`src/sv/apt_pkg.sv`:
```
`timescale 1ns / 1ps
`default_nettype none
// ----------------------------------------------------------------------------
// apt_pkg
// Shared widths, constants and types for the accelerometer peak and tap latch.
// ----------------------------------------------------------------------------
package apt_pkg;

  localparam int unsigned LSB_PER_G = 8192;
  localparam int unsigned MG_PER_G  = 1000;
  localparam int unsigned LSB_SHIFT = $clog2(LSB_PER_G);

  localparam int unsigned AXIS_W  = 16;
  localparam int unsigned SQ_W    = 32;
  localparam int unsigned SUM_W   = 32;
  localparam int unsigned SCALE_W = 20;
  localparam int unsigned RAD_W   = 52;
  localparam int unsigned ROOT_W  = RAD_W / 2;
  localparam int unsigned REM_W   = ROOT_W + 2;
  localparam int unsigned STEP_W  = $clog2(ROOT_W);
  localparam int unsigned PEAK_W  = 13;
  localparam int unsigned KIND_W  = 2;
  localparam int unsigned SEQ_W   = 32;
  localparam int unsigned BYTE_W  = 8;

  localparam logic [SCALE_W-1:0] RAD_SCALE = SCALE_W'(MG_PER_G * MG_PER_G);
  localparam logic [ROOT_W-1:0]  REF_ROOT  = ROOT_W'(MG_PER_G * LSB_PER_G);
  localparam logic [PEAK_W-1:0]  PEAK_MAX  = '1;

  localparam logic [KIND_W-1:0] TAP_NONE   = 2'd0;
  localparam logic [KIND_W-1:0] TAP_SINGLE = 2'd1;
  localparam logic [KIND_W-1:0] TAP_DOUBLE = 2'd2;
  localparam int unsigned STATUS_TAP_BIT = 1;

  localparam int unsigned Q_DEPTH = 2;
  localparam int unsigned PTR_W   = $clog2(Q_DEPTH);
  localparam int unsigned CNT_W   = $clog2(Q_DEPTH + 1);

  typedef struct packed {
    logic                     do_sample;
    logic signed [AXIS_W-1:0] x;
    logic signed [AXIS_W-1:0] y;
    logic signed [AXIS_W-1:0] z;
    logic [KIND_W-1:0]        tap_kind;
    logic                     peak_read;
    logic                     tap_poll;
  } item_t;

  typedef struct packed {
    logic full;
    logic empty;
  } q_status_t;

endpackage
`default_nettype wire

```
`src/sv/accel_peak_and_tap_latch.sv`:
```
`timescale 1ns / 1ps
`default_nettype none
// ----------------------------------------------------------------------------
// accel_peak_and_tap_latch
// A used sample passes through squaring, scaling, the 26-step square root
// and emit; a skipped sample goes straight to emit. A new request is taken
// only once the previous one has been emitted into the result register.
// Reset: asynchronous, active low; clears enable, peak, tap state and queues.
// ----------------------------------------------------------------------------
module accel_peak_and_tap_latch import apt_pkg::*; (
  input  wire logic                     clk_i,
  input  wire logic                     rst_ni,
  input  wire logic                     cfg_we_i,
  input  wire logic                     cfg_wdata_i,
  input  wire logic                     push,
  output logic                          full,
  input  wire logic                     sample_ok_i,
  input  wire logic signed [AXIS_W-1:0] accel_x_i,
  input  wire logic signed [AXIS_W-1:0] accel_y_i,
  input  wire logic signed [AXIS_W-1:0] accel_z_i,
  input  wire logic                     status_ok_i,
  input  wire logic [BYTE_W-1:0]        status_byte_i,
  input  wire logic                     tap_status_ok_i,
  input  wire logic [BYTE_W-1:0]        tap_status_byte_i,
  input  wire logic                     peak_read_i,
  input  wire logic                     tap_poll_i,
  output logic                          empty,
  input  wire logic                     pop,
  output logic [PEAK_W-1:0]             peak_mg_o,
  output logic                          tap_valid_o,
  output logic [KIND_W-1:0]             tap_kind_o,
  output logic [SEQ_W-1:0]              tap_seq_o
);

  item_t     front_item;
  item_t     head_item;
  q_status_t q_status;
  logic      q_pop;

  apt_front u_front (
    .clk_i             (clk_i),
    .rst_ni            (rst_ni),
    .cfg_we_i          (cfg_we_i),
    .cfg_wdata_i       (cfg_wdata_i),
    .sample_ok_i       (sample_ok_i),
    .accel_x_i         (accel_x_i),
    .accel_y_i         (accel_y_i),
    .accel_z_i         (accel_z_i),
    .status_ok_i       (status_ok_i),
    .status_byte_i     (status_byte_i),
    .tap_status_ok_i   (tap_status_ok_i),
    .tap_status_byte_i (tap_status_byte_i),
    .peak_read_i       (peak_read_i),
    .tap_poll_i        (tap_poll_i),
    .item_o            (front_item)
  );

  apt_fifo u_fifo (
    .clk_i    (clk_i),
    .rst_ni   (rst_ni),
    .push_i   (push),
    .item_i   (front_item),
    .pop_i    (q_pop),
    .item_o   (head_item),
    .status_o (q_status)
  );

  apt_back u_back (
    .clk_i       (clk_i),
    .rst_ni      (rst_ni),
    .item_i      (head_item),
    .q_empty_i   (q_status.empty),
    .q_pop_o     (q_pop),
    .pop         (pop),
    .empty       (empty),
    .peak_mg_o   (peak_mg_o),
    .tap_valid_o (tap_valid_o),
    .tap_kind_o  (tap_kind_o),
    .tap_seq_o   (tap_seq_o)
  );

  assign full = q_status.full;

endmodule
`default_nettype wire

```
`src/sv/apt_front.sv`:
```
`timescale 1ns / 1ps
`default_nettype none
// ----------------------------------------------------------------------------
// apt_front
// Holds the enable register and classifies each request: whether the sample
// is used and which tap kind, if any, it latches.
// ----------------------------------------------------------------------------
module apt_front import apt_pkg::*; (
  input  wire logic                     clk_i,
  input  wire logic                     rst_ni,
  input  wire logic                     cfg_we_i,
  input  wire logic                     cfg_wdata_i,
  input  wire logic                     sample_ok_i,
  input  wire logic signed [AXIS_W-1:0] accel_x_i,
  input  wire logic signed [AXIS_W-1:0] accel_y_i,
  input  wire logic signed [AXIS_W-1:0] accel_z_i,
  input  wire logic                     status_ok_i,
  input  wire logic [BYTE_W-1:0]        status_byte_i,
  input  wire logic                     tap_status_ok_i,
  input  wire logic [BYTE_W-1:0]        tap_status_byte_i,
  input  wire logic                     peak_read_i,
  input  wire logic                     tap_poll_i,
  output item_t                         item_o
);

  logic              enable_q;
  logic [KIND_W-1:0] tap_code;
  logic              kind_ok;
  logic              tap_hit;

  always_ff @(posedge clk_i or negedge rst_ni) begin
    if (!rst_ni) begin
      enable_q <= 1'b0;
    end else if (cfg_we_i) begin
      enable_q <= cfg_wdata_i;
    end
  end

  assign tap_code = tap_status_byte_i[KIND_W-1:0];

  always_comb begin
    unique case (tap_code) inside
      TAP_SINGLE, TAP_DOUBLE: kind_ok = 1'b1;
      default:                kind_ok = 1'b0;
    endcase
  end

  assign tap_hit = enable_q && status_ok_i && status_byte_i[STATUS_TAP_BIT]
                   && tap_status_ok_i && kind_ok;

  always_comb begin
    item_o.do_sample = enable_q && sample_ok_i;
    item_o.x         = accel_x_i;
    item_o.y         = accel_y_i;
    item_o.z         = accel_z_i;
    item_o.tap_kind  = tap_hit ? tap_code : TAP_NONE;
    item_o.peak_read = peak_read_i;
    item_o.tap_poll  = tap_poll_i;
  end

endmodule
`default_nettype wire

```
`src/sv/apt_fifo.sv`:
```
`timescale 1ns / 1ps
`default_nettype none
// ----------------------------------------------------------------------------
// apt_fifo
// Short request queue between the classifier and the execution sequencer.
// ----------------------------------------------------------------------------
module apt_fifo import apt_pkg::*; (
  input  wire logic  clk_i,
  input  wire logic  rst_ni,
  input  wire logic  push_i,
  input  item_t      item_i,
  input  wire logic  pop_i,
  output item_t      item_o,
  output q_status_t  status_o
);

  item_t            mem_q [Q_DEPTH];
  logic [PTR_W-1:0] wptr_q;
  logic [PTR_W-1:0] rptr_q;
  logic [CNT_W-1:0] count_q;
  logic             do_push;
  logic             do_pop;

  assign status_o.full  = (count_q == CNT_W'(Q_DEPTH));
  assign status_o.empty = (count_q == '0);
  assign do_push        = push_i && !status_o.full;
  assign do_pop         = pop_i && !status_o.empty;
  assign item_o         = mem_q[rptr_q];

  always_ff @(posedge clk_i) begin
    if (do_push) begin
      mem_q[wptr_q] <= item_i;
    end
  end

  always_ff @(posedge clk_i or negedge rst_ni) begin
    if (!rst_ni) begin
      wptr_q  <= '0;
      rptr_q  <= '0;
      count_q <= '0;
    end else begin
      if (do_push) begin
        wptr_q <= (wptr_q == PTR_W'(Q_DEPTH - 1)) ? '0 : wptr_q + 1'b1;
      end
      if (do_pop) begin
        rptr_q <= (rptr_q == PTR_W'(Q_DEPTH - 1)) ? '0 : rptr_q + 1'b1;
      end
      if (do_push && !do_pop) begin
        count_q <= count_q + 1'b1;
      end else if (do_pop && !do_push) begin
        count_q <= count_q - 1'b1;
      end
    end
  end

  assert property (@(posedge clk_i) disable iff (!rst_ni)
    count_q <= CNT_W'(Q_DEPTH))
    else $error("request queue count out of range");

  assert property (@(posedge clk_i) disable iff (!rst_ni)
    pop_i |-> !status_o.empty)
    else $error("request queue popped while empty");

  assert property (@(posedge clk_i) disable iff (!rst_ni)
    (do_push && !do_pop) |=> (count_q == $past(count_q) + 1'b1))
    else $error("request queue lost a push");

endmodule
`default_nettype wire

```
`src/sv/apt_isqrt.sv`:
```
`timescale 1ns / 1ps
`default_nettype none
// ----------------------------------------------------------------------------
// apt_isqrt
// Iterative integer square root, one root bit per cycle, with an exactness
// flag taken from the final remainder.
// ----------------------------------------------------------------------------
module apt_isqrt import apt_pkg::*; (
  input  wire logic              clk_i,
  input  wire logic              rst_ni,
  input  wire logic              start_i,
  input  wire logic [RAD_W-1:0]  rad_i,
  output logic                   done_o,
  output logic [ROOT_W-1:0]      root_o,
  output logic                   exact_o
);

  logic                busy_q;
  logic                done_q;
  logic [STEP_W-1:0]   step_q;
  logic [RAD_W-1:0]    rad_q;
  logic [REM_W-1:0]    rem_q;
  logic [ROOT_W-1:0]   root_q;
  logic [REM_W+1:0]    rem_sh;
  logic [REM_W+1:0]    trial;
  logic [REM_W+1:0]    diff;
  logic                fits;

  assign rem_sh = {rem_q, rad_q[RAD_W-1 -: 2]};
  assign trial  = {2'b00, root_q, 2'b01};
  assign fits   = (rem_sh >= trial);
  assign diff   = rem_sh - trial;

  always_ff @(posedge clk_i or negedge rst_ni) begin
    if (!rst_ni) begin
      busy_q <= 1'b0;
      done_q <= 1'b0;
      step_q <= '0;
      rad_q  <= '0;
      rem_q  <= '0;
      root_q <= '0;
    end else begin
      done_q <= 1'b0;
      if (start_i) begin
        busy_q <= 1'b1;
        step_q <= '0;
        rad_q  <= rad_i;
        rem_q  <= '0;
        root_q <= '0;
      end else if (busy_q) begin
        rad_q  <= {rad_q[RAD_W-3:0], 2'b00};
        rem_q  <= fits ? diff[REM_W-1:0] : rem_sh[REM_W-1:0];
        root_q <= {root_q[ROOT_W-2:0], fits};
        step_q <= step_q + 1'b1;
        if (step_q == STEP_W'(ROOT_W - 1)) begin
          busy_q <= 1'b0;
          done_q <= 1'b1;
        end
      end
    end
  end

  assign done_o  = done_q;
  assign root_o  = root_q;
  assign exact_o = (rem_q == '0);

  assert property (@(posedge clk_i) disable iff (!rst_ni)
    start_i |-> !busy_q)
    else $error("square root started while busy");

  assert property (@(posedge clk_i) disable iff (!rst_ni)
    done_q |-> !busy_q)
    else $error("square root done while still iterating");

  assert property (@(posedge clk_i) disable iff (!rst_ni)
    start_i |=> busy_q)
    else $error("square root did not start");

endmodule
`default_nettype wire

```
`src/sv/apt_back.sv`:
```
`timescale 1ns / 1ps
`default_nettype none
// ----------------------------------------------------------------------------
// apt_back
// Execution sequencer: sum of squares, scaling, square root, deviation,
// then peak and tap state update into the result register.
// ----------------------------------------------------------------------------
module apt_back import apt_pkg::*; (
  input  wire logic        clk_i,
  input  wire logic        rst_ni,
  input  item_t            item_i,
  input  wire logic        q_empty_i,
  output logic             q_pop_o,
  input  wire logic        pop,
  output logic             empty,
  output logic [PEAK_W-1:0] peak_mg_o,
  output logic             tap_valid_o,
  output logic [KIND_W-1:0] tap_kind_o,
  output logic [SEQ_W-1:0] tap_seq_o
);

  typedef enum logic [2:0] {
    ST_IDLE,
    ST_SQUARE,
    ST_SCALE,
    ST_ROOT,
    ST_EMIT
  } state_e;

  localparam logic [1:0] AXIS_X = 2'd0;
  localparam logic [1:0] AXIS_Y = 2'd1;
  localparam logic [1:0] AXIS_Z = 2'd2;

  state_e             state_q;
  item_t              cur_q;
  logic [1:0]         axis_q;
  logic [SUM_W-1:0]   acc_q;
  logic [RAD_W-1:0]   rad_q;
  logic               sq_start_q;
  logic [PEAK_W-1:0]  dev_q;
  logic [PEAK_W-1:0]  peak_q;
  logic [KIND_W-1:0]  pend_q;
  logic [SEQ_W-1:0]   count_q;
  logic               out_valid_q;
  logic [PEAK_W-1:0]  out_peak_q;
  logic               out_tv_q;
  logic [KIND_W-1:0]  out_kind_q;
  logic [SEQ_W-1:0]   out_seq_q;

  logic signed [AXIS_W-1:0] axis_sel;
  logic signed [SQ_W-1:0]   sq;
  logic [RAD_W-1:0]         scaled;
  logic                     root_done;
  logic [ROOT_W-1:0]        root;
  logic                     exact;
  logic [ROOT_W-1:0]        hi_diff;
  logic [ROOT_W-1:0]        lo_diff;
  logic [ROOT_W-1:0]        dev_wide;
  logic [PEAK_W-1:0]        dev_sat;
  logic                     out_free;
  logic                     emit_go;
  logic [PEAK_W-1:0]        peak_upd;
  logic [KIND_W-1:0]        pend_upd;
  logic [SEQ_W-1:0]         count_upd;
  logic                     tap_hit;
  logic                     poll_hit;

  apt_isqrt u_isqrt (
    .clk_i   (clk_i),
    .rst_ni  (rst_ni),
    .start_i (sq_start_q),
    .rad_i   (rad_q),
    .done_o  (root_done),
    .root_o  (root),
    .exact_o (exact)
  );

  always_comb begin
    case (axis_q)
      AXIS_X:  axis_sel = cur_q.x;
      AXIS_Y:  axis_sel = cur_q.y;
      default: axis_sel = cur_q.z;
    endcase
  end

  assign sq     = axis_sel * axis_sel;
  assign scaled = RAD_W'(acc_q) * RAD_W'(RAD_SCALE);

  // Below 1 g the deviation uses the ceiling of the root.
  assign hi_diff  = root - REF_ROOT;
  assign lo_diff  = REF_ROOT - root - ROOT_W'(!exact);
  assign dev_wide = ((root >= REF_ROOT) ? hi_diff : lo_diff) >> LSB_SHIFT;
  assign dev_sat  = (dev_wide > ROOT_W'(PEAK_MAX)) ? PEAK_MAX : dev_wide[PEAK_W-1:0];

  assign out_free  = !out_valid_q || pop;
  assign emit_go   = (state_q == ST_EMIT) && out_free;
  assign peak_upd  = (cur_q.do_sample && (dev_q > peak_q)) ? dev_q : peak_q;
  assign tap_hit   = (cur_q.tap_kind != TAP_NONE);
  assign pend_upd  = tap_hit ? cur_q.tap_kind : pend_q;
  assign count_upd = tap_hit ? count_q + 1'b1 : count_q;
  assign poll_hit  = cur_q.tap_poll && (pend_upd != TAP_NONE);

  assign q_pop_o = (state_q == ST_IDLE) && !q_empty_i;

  always_ff @(posedge clk_i or negedge rst_ni) begin
    if (!rst_ni) begin
      state_q     <= ST_IDLE;
      cur_q       <= '0;
      axis_q      <= AXIS_X;
      acc_q       <= '0;
      rad_q       <= '0;
      sq_start_q  <= 1'b0;
      dev_q       <= '0;
      peak_q      <= '0;
      pend_q      <= TAP_NONE;
      count_q     <= '0;
      out_valid_q <= 1'b0;
      out_peak_q  <= '0;
      out_tv_q    <= 1'b0;
      out_kind_q  <= TAP_NONE;
      out_seq_q   <= '0;
    end else begin
      sq_start_q <= 1'b0;
      if (pop && out_valid_q) begin
        out_valid_q <= 1'b0;
      end
      unique case (state_q)
        ST_IDLE: begin
          if (!q_empty_i) begin
            cur_q   <= item_i;
            acc_q   <= '0;
            axis_q  <= AXIS_X;
            state_q <= item_i.do_sample ? ST_SQUARE : ST_EMIT;
          end
        end
        ST_SQUARE: begin
          acc_q  <= acc_q + SUM_W'(unsigned'(sq));
          axis_q <= axis_q + 1'b1;
          if (axis_q == AXIS_Z) begin
            state_q <= ST_SCALE;
          end
        end
        ST_SCALE: begin
          rad_q      <= scaled;
          sq_start_q <= 1'b1;
          state_q    <= ST_ROOT;
        end
        ST_ROOT: begin
          if (root_done) begin
            dev_q   <= dev_sat;
            state_q <= ST_EMIT;
          end
        end
        ST_EMIT: begin
          if (out_free) begin
            out_valid_q <= 1'b1;
            out_peak_q  <= peak_upd;
            out_tv_q    <= poll_hit;
            out_kind_q  <= poll_hit ? pend_upd : TAP_NONE;
            out_seq_q   <= poll_hit ? count_upd : '0;
            peak_q      <= cur_q.peak_read ? '0 : peak_upd;
            pend_q      <= poll_hit ? TAP_NONE : pend_upd;
            count_q     <= count_upd;
            state_q     <= ST_IDLE;
          end
        end
        default: state_q <= ST_IDLE;
      endcase
    end
  end

  assign empty       = !out_valid_q;
  assign peak_mg_o   = out_peak_q;
  assign tap_valid_o = out_tv_q;
  assign tap_kind_o  = out_kind_q;
  assign tap_seq_o   = out_seq_q;

  assert property (@(posedge clk_i) disable iff (!rst_ni)
    emit_go |=> out_valid_q)
    else $error("result lost at emit");

  assert property (@(posedge clk_i) disable iff (!rst_ni)
    (out_valid_q && !pop) |=> (out_valid_q && $stable(out_peak_q) && $stable(out_seq_q)))
    else $error("waiting result overwritten");

  assert property (@(posedge clk_i) disable iff (!rst_ni)
    (state_q == ST_ROOT && !root_done) |=> (state_q == ST_ROOT))
    else $error("left root wait early");

  assert property (@(posedge clk_i) disable iff (!rst_ni)
    out_tv_q |-> (out_kind_q == TAP_SINGLE || out_kind_q == TAP_DOUBLE))
    else $error("tap reported without a kind");

endmodule
`default_nettype wire
```
`config.mk`:
```
export PLATFORM = sky130hd
export DESIGN_NAME = accel_peak_and_tap_latch
export DESIGN_NICKNAME = d
export VERILOG_FILES = /design/src/sv/apt_pkg.sv /design/src/sv/accel_peak_and_tap_latch.sv /design/src/sv/apt_front.sv /design/src/sv/apt_fifo.sv /design/src/sv/apt_isqrt.sv /design/src/sv/apt_back.sv
export SDC_FILE = /design/constraint.sdc
export NUM_CORES = 2
export LEC_CHECK = 0
export ABC_AREA = 1
export ABC_CLOCK_PERIOD_IN_PS = 6580
export BUFFER_PORTS_ARGS = -buffer_cell sky130_fd_sc_hd__buf_2
export CORE_MARGIN = 3
export CORE_UTILIZATION = 30
export DETAILED_ROUTE_END_ITERATION = 8
export GPL_TIMING_DRIVEN = 0
export HOLD_SLACK_MARGIN = 0.12
export MAX_ROUTING_LAYER = met4
export SETUP_SLACK_MARGIN = 0.02
export SYNTH_ARGS = -nofsm -noshare
export SYNTH_HDL_FRONTEND = slang
export SYNTH_HIERARCHICAL = 1
export SYNTH_SLANG_ARGS = --single-unit
```
`constraint.sdc`:
```
create_clock -name clk_i -period 6.58 [get_ports clk_i]
set_clock_uncertainty 0.15 [all_clocks]
set_input_delay 1.316 -clock clk_i [delete_from_list [all_inputs] [get_ports clk_i]]
set_output_delay 1.316 -clock clk_i [all_outputs]
set_load 0.1 [all_outputs]
```
==> summary.md <==
| Metric | Value |
|---|---|
| Cell row count | 137 |
| Worst r2r src | u_back/axis_q[0] |
| CTS Hold Bufs | 0 |
| Cell count after synthesis | 5343 |
| HP Start | u_back/tap_seq_o[24] |
| Worst-Margin Slew | 1.01 ns |
| Residual DRC | 0 |
| Layout cells sized above 1 | 13.1% |
| Final hold violation count | 0 |
| 1st-iter DRT viols | 2430 |
| Total wire length | 120000 microns |
| Worst-Skew Late Latency | 0.67 ns |
| Io pins | 125 |
| Crit-path slowest cell | fa_2 |
| Via-to-Cell Ratio | 4.68 |
| Crit path top cell by count | fa_1 |
| Worst stage delay on the critical path | 0.60 ns |
| Placed cell area | 0.0456 sq mm |
| Initial Util | 30.4% |
| H-tree lvl count | 2 |
| Worst R2R Setup Slack | -0.17 ns |
| Startpoint types | flip-flop |
| CTS Buf Count | 55 |
| Period minus WS final | 6.75 ns |
| GPL Wtd Cong | 0.940 |
| IO Port Bufs | 61 |
| Total GRT Usage | 17.0% |
| Global-route wire length before repair | 196000 microns |
| Pre-CTS WS | -1.42 ns |
| FMAX | 0.148 GHz |
| Routed Antenna Nets | 0 |
| FFs w/ async S/R, synth | 77.4% |
| P&R area growth vs syn | 17.3% |
| Clock Sinks | 470 |
| Ys Warns | 6 |
| TritonRoute pass-1 iters | 6 |
| Die Span Y | 384 microns |
| Critical path arrival | 7.11 ns |
| Most common cell after layout, fill and taps aside | nand2_1 |
| Final instance area | 0.0502 sq mm |
| Maxcap violations | 0 |
| Post-synthesis register bit count | 470 |
| Grt total ovfl | 0 |
| Fillers | 14600 |
| Longest Clk Path Bufs | 3 |
| Worst EP required | 6.94 ns |
| Avg WL per Cell | 16.0 microns |
| Multi-input logic area | 0.0269 sq mm |
| Slew HR | 32.3% |
| # setup viols final | 12 |
| Fin worst setup slack | -0.169 ns |
| Failing checks | negative setup slack |
| Diodes inserted | 0 |
| Crit end category | flip-flop |
| Via count | 35200 |
| Critical-path maximum fanout | 5 |
| Outcome | complete, but fails checks |
| Chip width | 384 microns |
| Post-DP HPWL | 96000 microns |
| CTS root buffer | clkbuf_16 |
| Post-synthesis sequential area ratio | 28.7% |
| Post-synth top flop | dfrtp_1 |
| Unrepaired setup endpoints after global routing | yes |
| Commonest cells after routing, fill and taps aside | nand2_1, inv_1, fa_1 |
| Pin count of the biggest net entering global routing | 117 |
| Yosys cell types | 58 |
| Worst Hold Class | flip-flop to flip-flop |
| Pins Over Slew Limit | 0 |
| Number of synthesized flops with an enable pin | 106 |
| Part of the cycle the worst path needs | 103% |
| Die footprint | 0.147 sq mm |
| Initial antenna violation count | 1 |
| Critical path launch point | u_back/axis_q[0] |
| TritonCTS clock tree | yes |
| Core ar. | 0.141 sq mm |
| Fin nets | 6411 |
| CP Class | flip-flop to flip-flop |
| Post-Syn Area | 0.0428 sq mm |
| Post-synthesis average cell area | 8.00 sq um |
| Clk slew on worst S/H paths | 0.06 ns |
| Seq. cell area | 0.0123 sq mm |
| Vias in the first global route | 36200 |
[kinds of logic (layout without fill, tap and decap cells)]
kind of cell | Yosys count | after routing | share of synthesized area, %
fa+ha+maj | 744 | 744 | 28.8
flops | 470 | 470 | 28.7
buf+inv | 1264 | 1554 | 11.9
compound gates | 600 | 600 | 7.86
xor+xnor | 69 | 69 | 1.41
simple gates | 2195 | 2195 | 21.3
other cells | 1 | 6 | 0.00877
[critical path, delay by kind of cell (launching register included)]
family,cells,cell delay (ns)
adders and majority gates,8,3.73
DFF,1,0.41
buffers and inverters,12,1.18
and+or+nand+nor,9,0.78
AOI/OAI and AO/OA,2,0.31
[final timing paths]
| check | cells past startpoint | endpoint |
|---|---|---|
| setup / recovery | 31 | u_back/acc_q[28] |
| hold / removal | 2 | u_back/tap_seq_o[24] |
| setup reg to reg | 31 | u_back/acc_q[28] |
| hold reg to reg | 2 | u_back/tap_seq_o[24] |
| max in group asynchronous | 2 | u_back/rad_q[37] |
| min in group asynchronous | 1 | u_back/dev_q[6] |
[synthesized netlist by cell type, types with 3 or more instances]
cell | number | area share, %
clkbuf_1 | 53 | 0.47
a31oi_1 | 10 | 0.15
inv_2 | 16 | 0.14
o21ai_0 | 250 | 2.9
nand3b_1 | 24 | 0.42
o31ai_1 | 3 | 0.053
nand2_2 | 25 | 0.37
xnor2_1 | 34 | 0.70
a21oi_1 | 161 | 1.9
nand3_1 | 241 | 2.8
nor3_1 | 33 | 0.39
ha_1 | 345 | 10
nor2_4 | 6 | 0.16
a21o_1 | 4 | 0.070
nor4_1 | 10 | 0.15
nor2_1 | 258 | 2.3
nand2_1 | 1508 | 13
o211ai_1 | 51 | 0.90
inv_1 | 1070 | 9.4
edfxtp_1 | 106 | 7.4
buf_2 | 47 | 0.55
xor2_1 | 35 | 0.72
nand4_1 | 54 | 0.79
o21ai_1 | 25 | 0.29
dfrtp_1 | 364 | 21
a21boi_0 | 4 | 0.070
nor2_2 | 14 | 0.20
a22o_1 | 9 | 0.18
fa_1 | 399 | 19
clkinv_1 | 3 | 0.026
nor3_2 | 4 | 0.094
o22ai_1 | 57 | 0.83
o21bai_1 | 14 | 0.25
or2_1 | 3 | 0.044
buf_1 | 9 | 0.079
buf_6 | 12 | 0.32
nand3_2 | 4 | 0.094
buf_4 | 51 | 0.90
[sequential cells by signal, summed over array words and instances (netlist names), 2 cells and up]
signal	count
u_fifo/mem_q	106
u_back/tap_kind_o	2
u_fifo/count_q	2
u_back/axis_q	2
u_back/cur_q	53
u_back/u_isqrt/root_o	26
u_back/state_q	3
u_back/count_q	32
u_back/dev_q	13
u_back/tap_seq_o	32
u_back/rad_q	46
u_back/u_isqrt/rem_q	28
u_back/pend_q	2
u_back/acc_q	32
u_back/u_isqrt/rad_q	52
u_back/u_isqrt/step_q	5
u_back/peak_mg_o	13
u_back/peak_q	13
[area by class of cell]
type / count / area share (%)
Sequential cell: 470 / 24.5
Inverter: 1091 / 8.28
Clock inverter: 27 / 0.631
Buffer: 173 / 2.40
Multi-Input combinational cell: 3614 / 53.6
Timing Repair Buffer: 187 / 2.91
Tap cell: 1876 / 4.68
Clock buffer: 76 / 2.98
[layer usage]
layer | GRT usage (%) | vias up | wire [microns] | part of all wire [%]
met3 | 2.04 | 142 | 5580 | 4.6
met4 | 3.48 | 0 | 2530 | 2.1
met2 | 28.5 | 781 | 58000 | 48
met1 | 22.1 | 17200 | 54300 | 45
met5 | - | - | 0 | 0
li1 | - | 17100 | - | -
[per-stage QoR]
step	cells	util (%)	hold slack [ns]	setup TNS, ns
6_report	7514	35.7	0.324	-1.25
3_3_place_gp	7285	32.3	0.306	-1260.38
2_1_floorplan	5348	-	0.292	0
5_1_grt	7514	35.7	0.340	-4.85
3_5_place_dp	7290	32.4	0.310	-24.50
4_1_cts	7469	35.0	0.326	-0.951
[timing repair]
action,in CTS,in global routing
setup endpoints to repair,23,23
cloned,4,0
resized for setup,301,186
buffers inserted,72,47
pin swaps,120,135
Power is left out: the tool's default activity adds up to more than one toggle a clock period on the data nets, which glitch-free logic cannot reach.
